## src/hdl/pct_pkg.sv

```systemverilog
// prescaled core timer: shared types and constants
// word layouts for the request and result channels, request and register codes
// no dependencies
`timescale 1ns / 1ps
`default_nettype none

package pct_pkg;

  typedef enum logic [1:0] {
    REQ_TICK    = 2'd0,
    REQ_WRITE   = 2'd1,
    REQ_READ    = 2'd2,
    REQ_SERVICE = 2'd3
  } pct_req_e;

  typedef enum logic [1:0] {
    REG_CONTROL = 2'd0,
    REG_PERIOD  = 2'd1,
    REG_SCALE   = 2'd2,
    REG_COUNT   = 2'd3
  } pct_reg_e;

  // interrupt group level owned by the timer
  localparam logic [3:0] TMR_LEVEL = 4'd6;

  // control register bit positions
  localparam int unsigned CTRL_POWER   = 0;
  localparam int unsigned CTRL_ENABLE  = 1;
  localparam int unsigned CTRL_RELOAD  = 2;
  localparam int unsigned CTRL_PENDING = 3;

  typedef struct packed {
    pct_req_e    req_type;
    pct_reg_e    reg_index;
    logic [31:0] write_data;
    logic [3:0]  serviced_level;
  } pct_in_t;

  typedef struct packed {
    logic [31:0] read_data;
    logic        irq_line;
    logic        expired;
  } pct_out_t;

endpackage

`default_nettype wire

```

## src/hdl/prescaled_core_timer_top.sv

```systemverilog
// prescaled core timer: top level
// request register, timer core and result register; depends on pct_pkg, pct_in_stage, pct_core and pct_out_stage
//
//   channel | direction | handshake              | word
//   --------+-----------+------------------------+-------------------------------
//   request | in        | in_valid_i / in_stall_o| in_word_i  (pct_in_t)
//   result  | out       | out_valid_o/ out_stall_i| out_word_o (pct_out_t)
//
// one word in per cycle while the result side does not stall, one result word out per request word
// path: request register, then timer update into result register
// the timer state updates when a word moves from the request register to the
// result register, so requests take effect strictly in order
// reset clears all timer registers and both stage valids
// a stall on the result side backs up through the request register to in_stall_o
`timescale 1ns / 1ps
`default_nettype none

module prescaled_core_timer_top (
  input  wire logic              clk_i,
  input  wire logic              rst_ni,
  input  wire logic              in_valid_i,
  output logic                   in_stall_o,
  input  wire pct_pkg::pct_in_t  in_word_i,
  output logic                   out_valid_o,
  input  wire logic              out_stall_i,
  output pct_pkg::pct_out_t      out_word_o
);
  import pct_pkg::*;

  // request held between the two registers
  logic     held_valid;
  pct_in_t  held_word;
  // timer update happens on this strobe
  logic     advance;
  pct_out_t result;

  pct_in_stage u_in_stage (
    .clk_i        (clk_i),
    .rst_ni       (rst_ni),
    .in_valid_i   (in_valid_i),
    .in_stall_o   (in_stall_o),
    .in_word_i    (in_word_i),
    .advance_i    (advance),
    .held_valid_o (held_valid),
    .held_word_o  (held_word)
  );

  pct_core u_core (
    .clk_i    (clk_i),
    .rst_ni   (rst_ni),
    .step_i   (advance),
    .item_i   (held_word),
    .result_o (result)
  );

  pct_out_stage u_out_stage (
    .clk_i        (clk_i),
    .rst_ni       (rst_ni),
    .held_valid_i (held_valid),
    .result_i     (result),
    .advance_o    (advance),
    .out_valid_o  (out_valid_o),
    .out_stall_i  (out_stall_i),
    .out_word_o   (out_word_o)
  );

endmodule

`default_nettype wire

```

## src/hdl/pct_in_stage.sv

```systemverilog
// prescaled core timer: request register stage
// depends on pct_pkg
`timescale 1ns / 1ps
`default_nettype none

module pct_in_stage (
  input  wire logic            clk_i,
  input  wire logic            rst_ni,
  input  wire logic            in_valid_i,
  output logic                 in_stall_o,
  input  wire pct_pkg::pct_in_t in_word_i,
  input  wire logic            advance_i,
  output logic                 held_valid_o,
  output pct_pkg::pct_in_t     held_word_o
);
  import pct_pkg::*;

  logic    valid_q;
  logic    valid_d;
  pct_in_t word_q;
  logic    take;

  // stall only while a held word cannot move on
  assign in_stall_o = valid_q & ~advance_i;
  assign take       = in_valid_i & ~in_stall_o;

  always_comb begin
    valid_d = valid_q;
    if (take) begin
      valid_d = 1'b1;
    end else if (advance_i) begin
      valid_d = 1'b0;
    end
  end

  always_ff @(posedge clk_i or negedge rst_ni) begin
    if (!rst_ni) begin
      valid_q <= 1'b0;
    end else begin
      valid_q <= valid_d;
    end
  end

  always_ff @(posedge clk_i) begin
    if (take) begin
      word_q <= in_word_i;
    end
  end

  assign held_valid_o = valid_q;
  assign held_word_o  = word_q;

endmodule

`default_nettype wire

```

## src/hdl/pct_core.sv

```systemverilog
// prescaled core timer: register file, prescaler and down counter
// depends on pct_pkg
`timescale 1ns / 1ps
`default_nettype none

module pct_core (
  input  wire logic             clk_i,
  input  wire logic             rst_ni,
  input  wire logic             step_i,
  input  wire pct_pkg::pct_in_t item_i,
  output pct_pkg::pct_out_t     result_o
);
  import pct_pkg::*;

  logic        power_q, power_d;
  logic        enable_q, enable_d;
  logic        reload_q, reload_d;
  logic        pending_q, pending_d;
  logic [31:0] period_q, period_d;
  logic [7:0]  scale_q, scale_d;
  logic [31:0] count_q, count_d;
  logic [7:0]  psc_q, psc_d;
  logic [31:0] count_dec;
  logic [31:0] rd;
  logic        expired;

  assign count_dec = count_q - 32'd1;

  always_comb begin
    power_d   = power_q;
    enable_d  = enable_q;
    reload_d  = reload_q;
    pending_d = pending_q;
    period_d  = period_q;
    scale_d   = scale_q;
    count_d   = count_q;
    psc_d     = psc_q;
    rd        = '0;
    expired   = 1'b0;

    case (item_i.req_type)
      REQ_TICK: begin
        if (power_q && enable_q && (count_q != '0)) begin
          if (psc_q < scale_q) begin
            psc_d = psc_q + 8'd1;
          end else begin
            psc_d = '0;
            if (count_dec != '0) begin
              count_d = count_dec;
            end else begin
              // count hit zero: flag it, then reload or stop
              expired   = 1'b1;
              pending_d = 1'b1;
              if (reload_q) begin
                count_d = period_q;
              end else begin
                count_d  = '0;
                enable_d = 1'b0;
              end
            end
          end
        end
      end
      REQ_WRITE: begin
        case (item_i.reg_index)
          REG_CONTROL: begin
            power_d   = item_i.write_data[CTRL_POWER];
            enable_d  = item_i.write_data[CTRL_ENABLE];
            reload_d  = item_i.write_data[CTRL_RELOAD];
            pending_d = item_i.write_data[CTRL_PENDING];
            if (item_i.write_data[CTRL_ENABLE]) begin
              psc_d = '0;
            end
          end
          REG_PERIOD: begin
            period_d = item_i.write_data;
            count_d  = item_i.write_data;
          end
          REG_SCALE: scale_d = item_i.write_data[7:0];
          REG_COUNT: count_d = item_i.write_data;
          default:   count_d = count_q;
        endcase
      end
      REQ_READ: begin
        case (item_i.reg_index)
          REG_CONTROL: rd = {28'd0, pending_q, reload_q, enable_q, power_q};
          REG_PERIOD:  rd = period_q;
          REG_SCALE:   rd = {24'd0, scale_q};
          REG_COUNT:   rd = count_q;
          default:     rd = '0;
        endcase
      end
      REQ_SERVICE: begin
        if (item_i.serviced_level == TMR_LEVEL) begin
          pending_d = 1'b0;
        end
      end
      default: rd = '0;
    endcase
  end

  always_ff @(posedge clk_i or negedge rst_ni) begin
    if (!rst_ni) begin
      power_q   <= 1'b0;
      enable_q  <= 1'b0;
      reload_q  <= 1'b0;
      pending_q <= 1'b0;
      period_q  <= '0;
      scale_q   <= '0;
      count_q   <= '0;
      psc_q     <= '0;
    end else if (step_i) begin
      power_q   <= power_d;
      enable_q  <= enable_d;
      reload_q  <= reload_d;
      pending_q <= pending_d;
      period_q  <= period_d;
      scale_q   <= scale_d;
      count_q   <= count_d;
      psc_q     <= psc_d;
    end
  end

  assign result_o.read_data = rd;
  assign result_o.irq_line  = power_d & enable_d & pending_d;
  assign result_o.expired   = expired;

endmodule

`default_nettype wire

```

## src/hdl/pct_out_stage.sv

```systemverilog
// prescaled core timer: result register stage
// depends on pct_pkg
`timescale 1ns / 1ps
`default_nettype none

module pct_out_stage (
  input  wire logic              clk_i,
  input  wire logic              rst_ni,
  input  wire logic              held_valid_i,
  input  wire pct_pkg::pct_out_t result_i,
  output logic                   advance_o,
  output logic                   out_valid_o,
  input  wire logic              out_stall_i,
  output pct_pkg::pct_out_t      out_word_o
);
  import pct_pkg::*;

  logic     valid_q;
  logic     valid_d;
  pct_out_t word_q;
  logic     room;

  // the result register frees up when empty or when its word is taken
  assign room      = ~valid_q | ~out_stall_i;
  assign advance_o = held_valid_i & room;

  always_comb begin
    valid_d = valid_q;
    if (room) begin
      valid_d = held_valid_i;
    end
  end

  always_ff @(posedge clk_i or negedge rst_ni) begin
    if (!rst_ni) begin
      valid_q <= 1'b0;
    end else begin
      valid_q <= valid_d;
    end
  end

  always_ff @(posedge clk_i) begin
    if (advance_o) begin
      word_q <= result_i;
    end
  end

  assign out_valid_o = valid_q;
  assign out_word_o  = word_q;

endmodule

`default_nettype wire

```

## config.mk

```make
export PLATFORM = sky130hd
export DESIGN_NAME = prescaled_core_timer_top
export DESIGN_NICKNAME = d
export VERILOG_FILES = /design/src/hdl/pct_pkg.sv /design/src/hdl/prescaled_core_timer_top.sv /design/src/hdl/pct_in_stage.sv /design/src/hdl/pct_core.sv /design/src/hdl/pct_out_stage.sv
export SDC_FILE = /design/constraint.sdc
export NUM_CORES = 1
export LEC_CHECK = 0
export BUFFER_PORTS_ARGS = -buffer_cell sky130_fd_sc_hd__buf_2
export CAP_MARGIN = 10
export CORE_MARGIN = 5
export CORE_UTILIZATION = 25
export CTS_BUF_LIST = sky130_fd_sc_hd__clkbuf_8
export DETAILED_ROUTE_END_ITERATION = 7
export GPL_TIMING_DRIVEN = 1
export SLEW_MARGIN = 15
export SYNTH_ARGS = -nofsm -noshare
export SYNTH_HDL_FRONTEND = slang
export SYNTH_HIERARCHICAL = 1
export SYNTH_SLANG_ARGS = --single-unit
```

## constraint.sdc

```tcl
create_clock -name clk_i -period 3.5 [get_ports clk_i]
set_input_delay 0.175 -clock clk_i [delete_from_list [all_inputs] [get_ports clk_i]]
set_output_delay 0.175 -clock clk_i [all_outputs]
set_load 0.05 [all_outputs]
```

==> metrics <==
critical path startpoint category=register; Hold WC Path Type=in -> async; register bit count reported by yosys=160; Reg2Reg Launch Point=u_core/count_q[4]$_DFFE_PN0P_; die outline width=190.5 µm; Port Buf Inserts=79; via count of the first global-routing pass=about 6.4k; layer carrying the most global-route usage=met2; Filler Cells Inserted=around 3.4k; # setup viols final=0; area of the multi-input gates=~3500 µm²; max cap viols=0; detail-routed via count per cell=between 4 and 5; cells along the critical path=or4_4, or4_4, o31a_1, or4_4, nor4_4, buf_4, and4_1, a211oi_2; data arrival time at the worst-slack endpoint=roughly 3.6 ns; grt total ovfl=0; share of final-layout standard cells stronger than drive strength 1=0.2882; synthesized area=just over 8000 µm²; Post-Syn Area per Cell=approximately 11 µm²; clock tree from TritonCTS=done; met2 Resource Use GR=0.2019; power density relative to cell area=~570 nW/µm²; count of vias placed by the detailed router=6269; number of antenna violations at the first check in global routing=0; standby leakage power=just under 4 nW; Buf+Inv Stages, Crit Path=1; Register-to-Register Path Depth=8; endpoints failing hold=0; Yosys cell types=70; GPL Wtd Cong=around 0.86; post-DR wirelength/cell=17.15 µm; total detailed-routing wirelength=~23000 µm; Area contributors post-synth=edfxtp_1 (27%), dfrtp_1 (26%), mux2_2 (5.0%); setup slack of the most critical reg-to-reg path=roughly 0.098 ns; maximum frequency from static timing analysis=293.9 MHz; cell mode on critical path=or4_4; cell with the largest stage delay on the worst path=or4_4; clock sink total=between 150 and 200; diode count=0; met1 track demand over resource in global routing=0.1709; Seq/Total Area, Yosys=0.5369; synthesis-to-layout area growth=24.98%; count of nets after finishing=920; HPWL after detailed placement=around 16000 µm; count of final max-slew check failures=0; Register Area=4374 µm²; tightest hold margin=approximately 0.4 ns; CP Capture Type=register; top-level I/O count=80; Core ar.=32370 µm²; height of the die=about 190 µm; Clock transition at path regs=around 0.1 ns; total number of placement rows=66; Worst Path Required=about 3.7 ns; Post-synth top flop=dfrtp_1; global-route wire length before repair=between 30000 and 40000 µm; share of the core filled with cells in the final layout=0.3146; part of the cycle the worst path needs=0.9720; Syn Nets=777; Place WS=roughly 0.091 ns; FF-to-FF End=u_out_stage/out_word_o[1]$_DFFE_PP_; number of enable flip-flop cells after synthesis=74; CTS buffer count=17; initial cell density of the core=0.2517; cell type contributing the most total cell area after synthesis=edfxtp_1; result of the run=finished clean; CTS H-tree depth=4; worst slew pin tran=1.003 ns; root buffer selected by CTS=clkbuf_8; residual DRC count=0; Antenna Violating Nets Remaining=0; Cells after DPL=between 1k and 1.5k; final standard cell count with taps included and fillers excluded=1320; instance count of the mapped netlist=722; crit-path max FO=11; final setup slack of the worst path=0.09801 ns; drt pass-1 iters=6; setup clock skew after layout=slightly above 0.02 ns; path type of the worst setup path=reg -> reg; stage delay of the slowest cell on the critical path=a little under 0.6 ns; largest net degree at the start of global routing=72; clock insertion delay at the later pin of the skew report=around 0.48 ns; full die area=36300 µm²; overall track demand over capacity in global routing=0.1261; async set or reset register ratio after synthesis=0.5375; worst-case clock buffer depth=2; number of warning messages in the yosys log=6; Min Clock Period, post-route=3.402 ns; Peak VDD IR=between 0.15 and 0.2 mV; critical path's top delay family=simple AND/OR/NAND/NOR gates; routing usage on met3=0.02197; Synth top area share=0.2727; unrepaired setup endpoints after global routing=true; violation count after the first detailed-route iteration=approximately 370; worst slew margin relative to its limit=0.3313
-- registers in the layout, summed over array words and instances, names as in the netlist, 8 cells and up --
| register | count |
|---|---|
| u_in_stage/held_word_o | 40 |
| u_core/scale_q | 8 |
| u_core/period_q | 32 |
| u_core/count_q | 32 |
| u_core/psc_q | 8 |
| u_out_stage/out_word_o | 34 |
-- cells by family (layout without fill, tap and decap cells) --
family,after synthesis,count (layout),synth area share
mux,64,64,0.09030
xor+xnor,12,12,0.01290
flops,160,160,0.5369
simple gates,278,278,0.1904
buf+inv,69,225,0.03916
compound gates,128,128,0.1135
fa+ha+maj,11,11,0.01689
-- layer usage --
metal  vias to the layer above  share of wire  wire length, µm
met1                      3028           0.46            10480
met3                        38          0.047             1071
met4                         0          0.024              544
met2                       202           0.47            10550
li1                       3001              -                -
met5                         -              0                0
-- Yosys cell counts, drive strengths merged, types with 15 or more instances --
| cell | n |
|---|---|
| dfrtp | 86 |
| nor2 | 80 |
| edfxtp | 74 |
| clkbuf | 37 |
| mux2 | 36 |
| nand2 | 35 |
| nor3 | 34 |
| o21ai | 30 |
| nand3 | 29 |
| mux2i | 24 |
| nor4 | 19 |
| inv | 18 |
| a21oi | 16 |
| nand2b | 15 |
-- metrics by stage --
step	power, W	instance area, µm²	setup TNS [ns]
floorplan	0.003743	8148	0
global placement	0.004220	9285	0
detailed placement	0.004257	9285	0
CTS	0.005858	10160	0
global route	0.006141	10180	-0.001551
finish	0.005795	10180	0
-- worst reg2reg max path, cell delays in order (launching register included) --
cell and delay (ns):
dfrtp_1 0.46, or4_4 0.57, or4_4 0.59, o31a_1 0.30, or4_4 0.53, nor4_4 0.25, buf_4 0.17, and4_1 0.25
a211oi_2 0.05
-- report_power, final --
group	internal (W)	leakage (nW)	switching, W
Combinational	0.000664	1.98	0.000835
Clock	0.000754	0.219	0.000781
Sequential	0.00237	1.74	0.000389
-- worst max path at each step --
stage | to | from | cells after the start
after floorplan | u_out_stage/out_word_o[1]$_DFFE_PP_ | u_core/count_q[2]$_DFFE_PN0P_ | 11
after global placement | u_out_stage/out_word_o[1]$_DFFE_PP_ | u_core/count_q[0]$_DFFE_PN0P_ | 9
after detailed placement | u_out_stage/out_word_o[1]$_DFFE_PP_ | u_core/count_q[0]$_DFFE_PN0P_ | 9
after CTS | u_out_stage/out_word_o[1]$_DFFE_PP_ | u_core/count_q[0]$_DFFE_PN0P_ | 9
after global routing | u_out_stage/out_word_o[1]$_DFFE_PP_ | u_core/count_q[4]$_DFFE_PN0P_ | 8
final | u_out_stage/out_word_o[1]$_DFFE_PP_ | u_core/count_q[4]$_DFFE_PN0P_ | 8
-- cell type report --
class,count,share of cell area
sequential,160,0.4295
multi-input combinational,493,0.3429
timing repair buffer,175,0.1232
tap,442,0.05431
clock buffer,18,0.02433
clock inverter,14,0.01904
inverter,18,0.006635
-- cells in the final DEF (no fill, tap or decap), types with 6 or more instances in the layout --
| cell type | Yosys | final |
|---|---|---|
| o221ai_1 | 6 | 6 |
| nand4_1 | 6 | 6 |
| nand2_1 | 35 | 35 |
| mux2_2 | 36 | 36 |
| a31oi_1 | 8 | 8 |
| nor2b_1 | 9 | 9 |
| inv_1 | 18 | 18 |
| or2_2 | 9 | 9 |
| a311oi_1 | 13 | 13 |
| dlygate4sd3_1 | 0 | 43 |
| nor2_1 | 80 | 79 |
| edfxtp_1 | 74 | 74 |
| dfrtp_1 | 86 | 86 |
| clkbuf_8 | 0 | 18 |
| xor2_1 | 6 | 6 |
| nand2b_1 | 14 | 14 |
| buf_2 | 3 | 78 |
| xnor2_1 | 6 | 6 |
| ha_1 | 11 | 11 |
| nor3_1 | 34 | 34 |
| and3_1 | 7 | 7 |
| nand3_2 | 10 | 10 |
| nand3_1 | 19 | 19 |
| buf_4 | 2 | 51 |
| o31ai_1 | 6 | 6 |
| or4_1 | 7 | 7 |
| a21oi_1 | 6 | 6 |
| a21oi_2 | 10 | 10 |
| o21ai_0 | 28 | 28 |
| o22ai_1 | 14 | 14 |
| mux2i_1 | 24 | 24 |
| nor4_1 | 16 | 14 |
-- what timing repair did --
item | in CTS | in global routing
endpoints found under the setup margin | 0 | 18
hold buffers | 43 | 0
buffers inserted | 0 | 1
hold endpoints to repair | 112 | 0
resized for setup | 0 | 4
No activity file was read; power rests on OpenSTA's default activity.
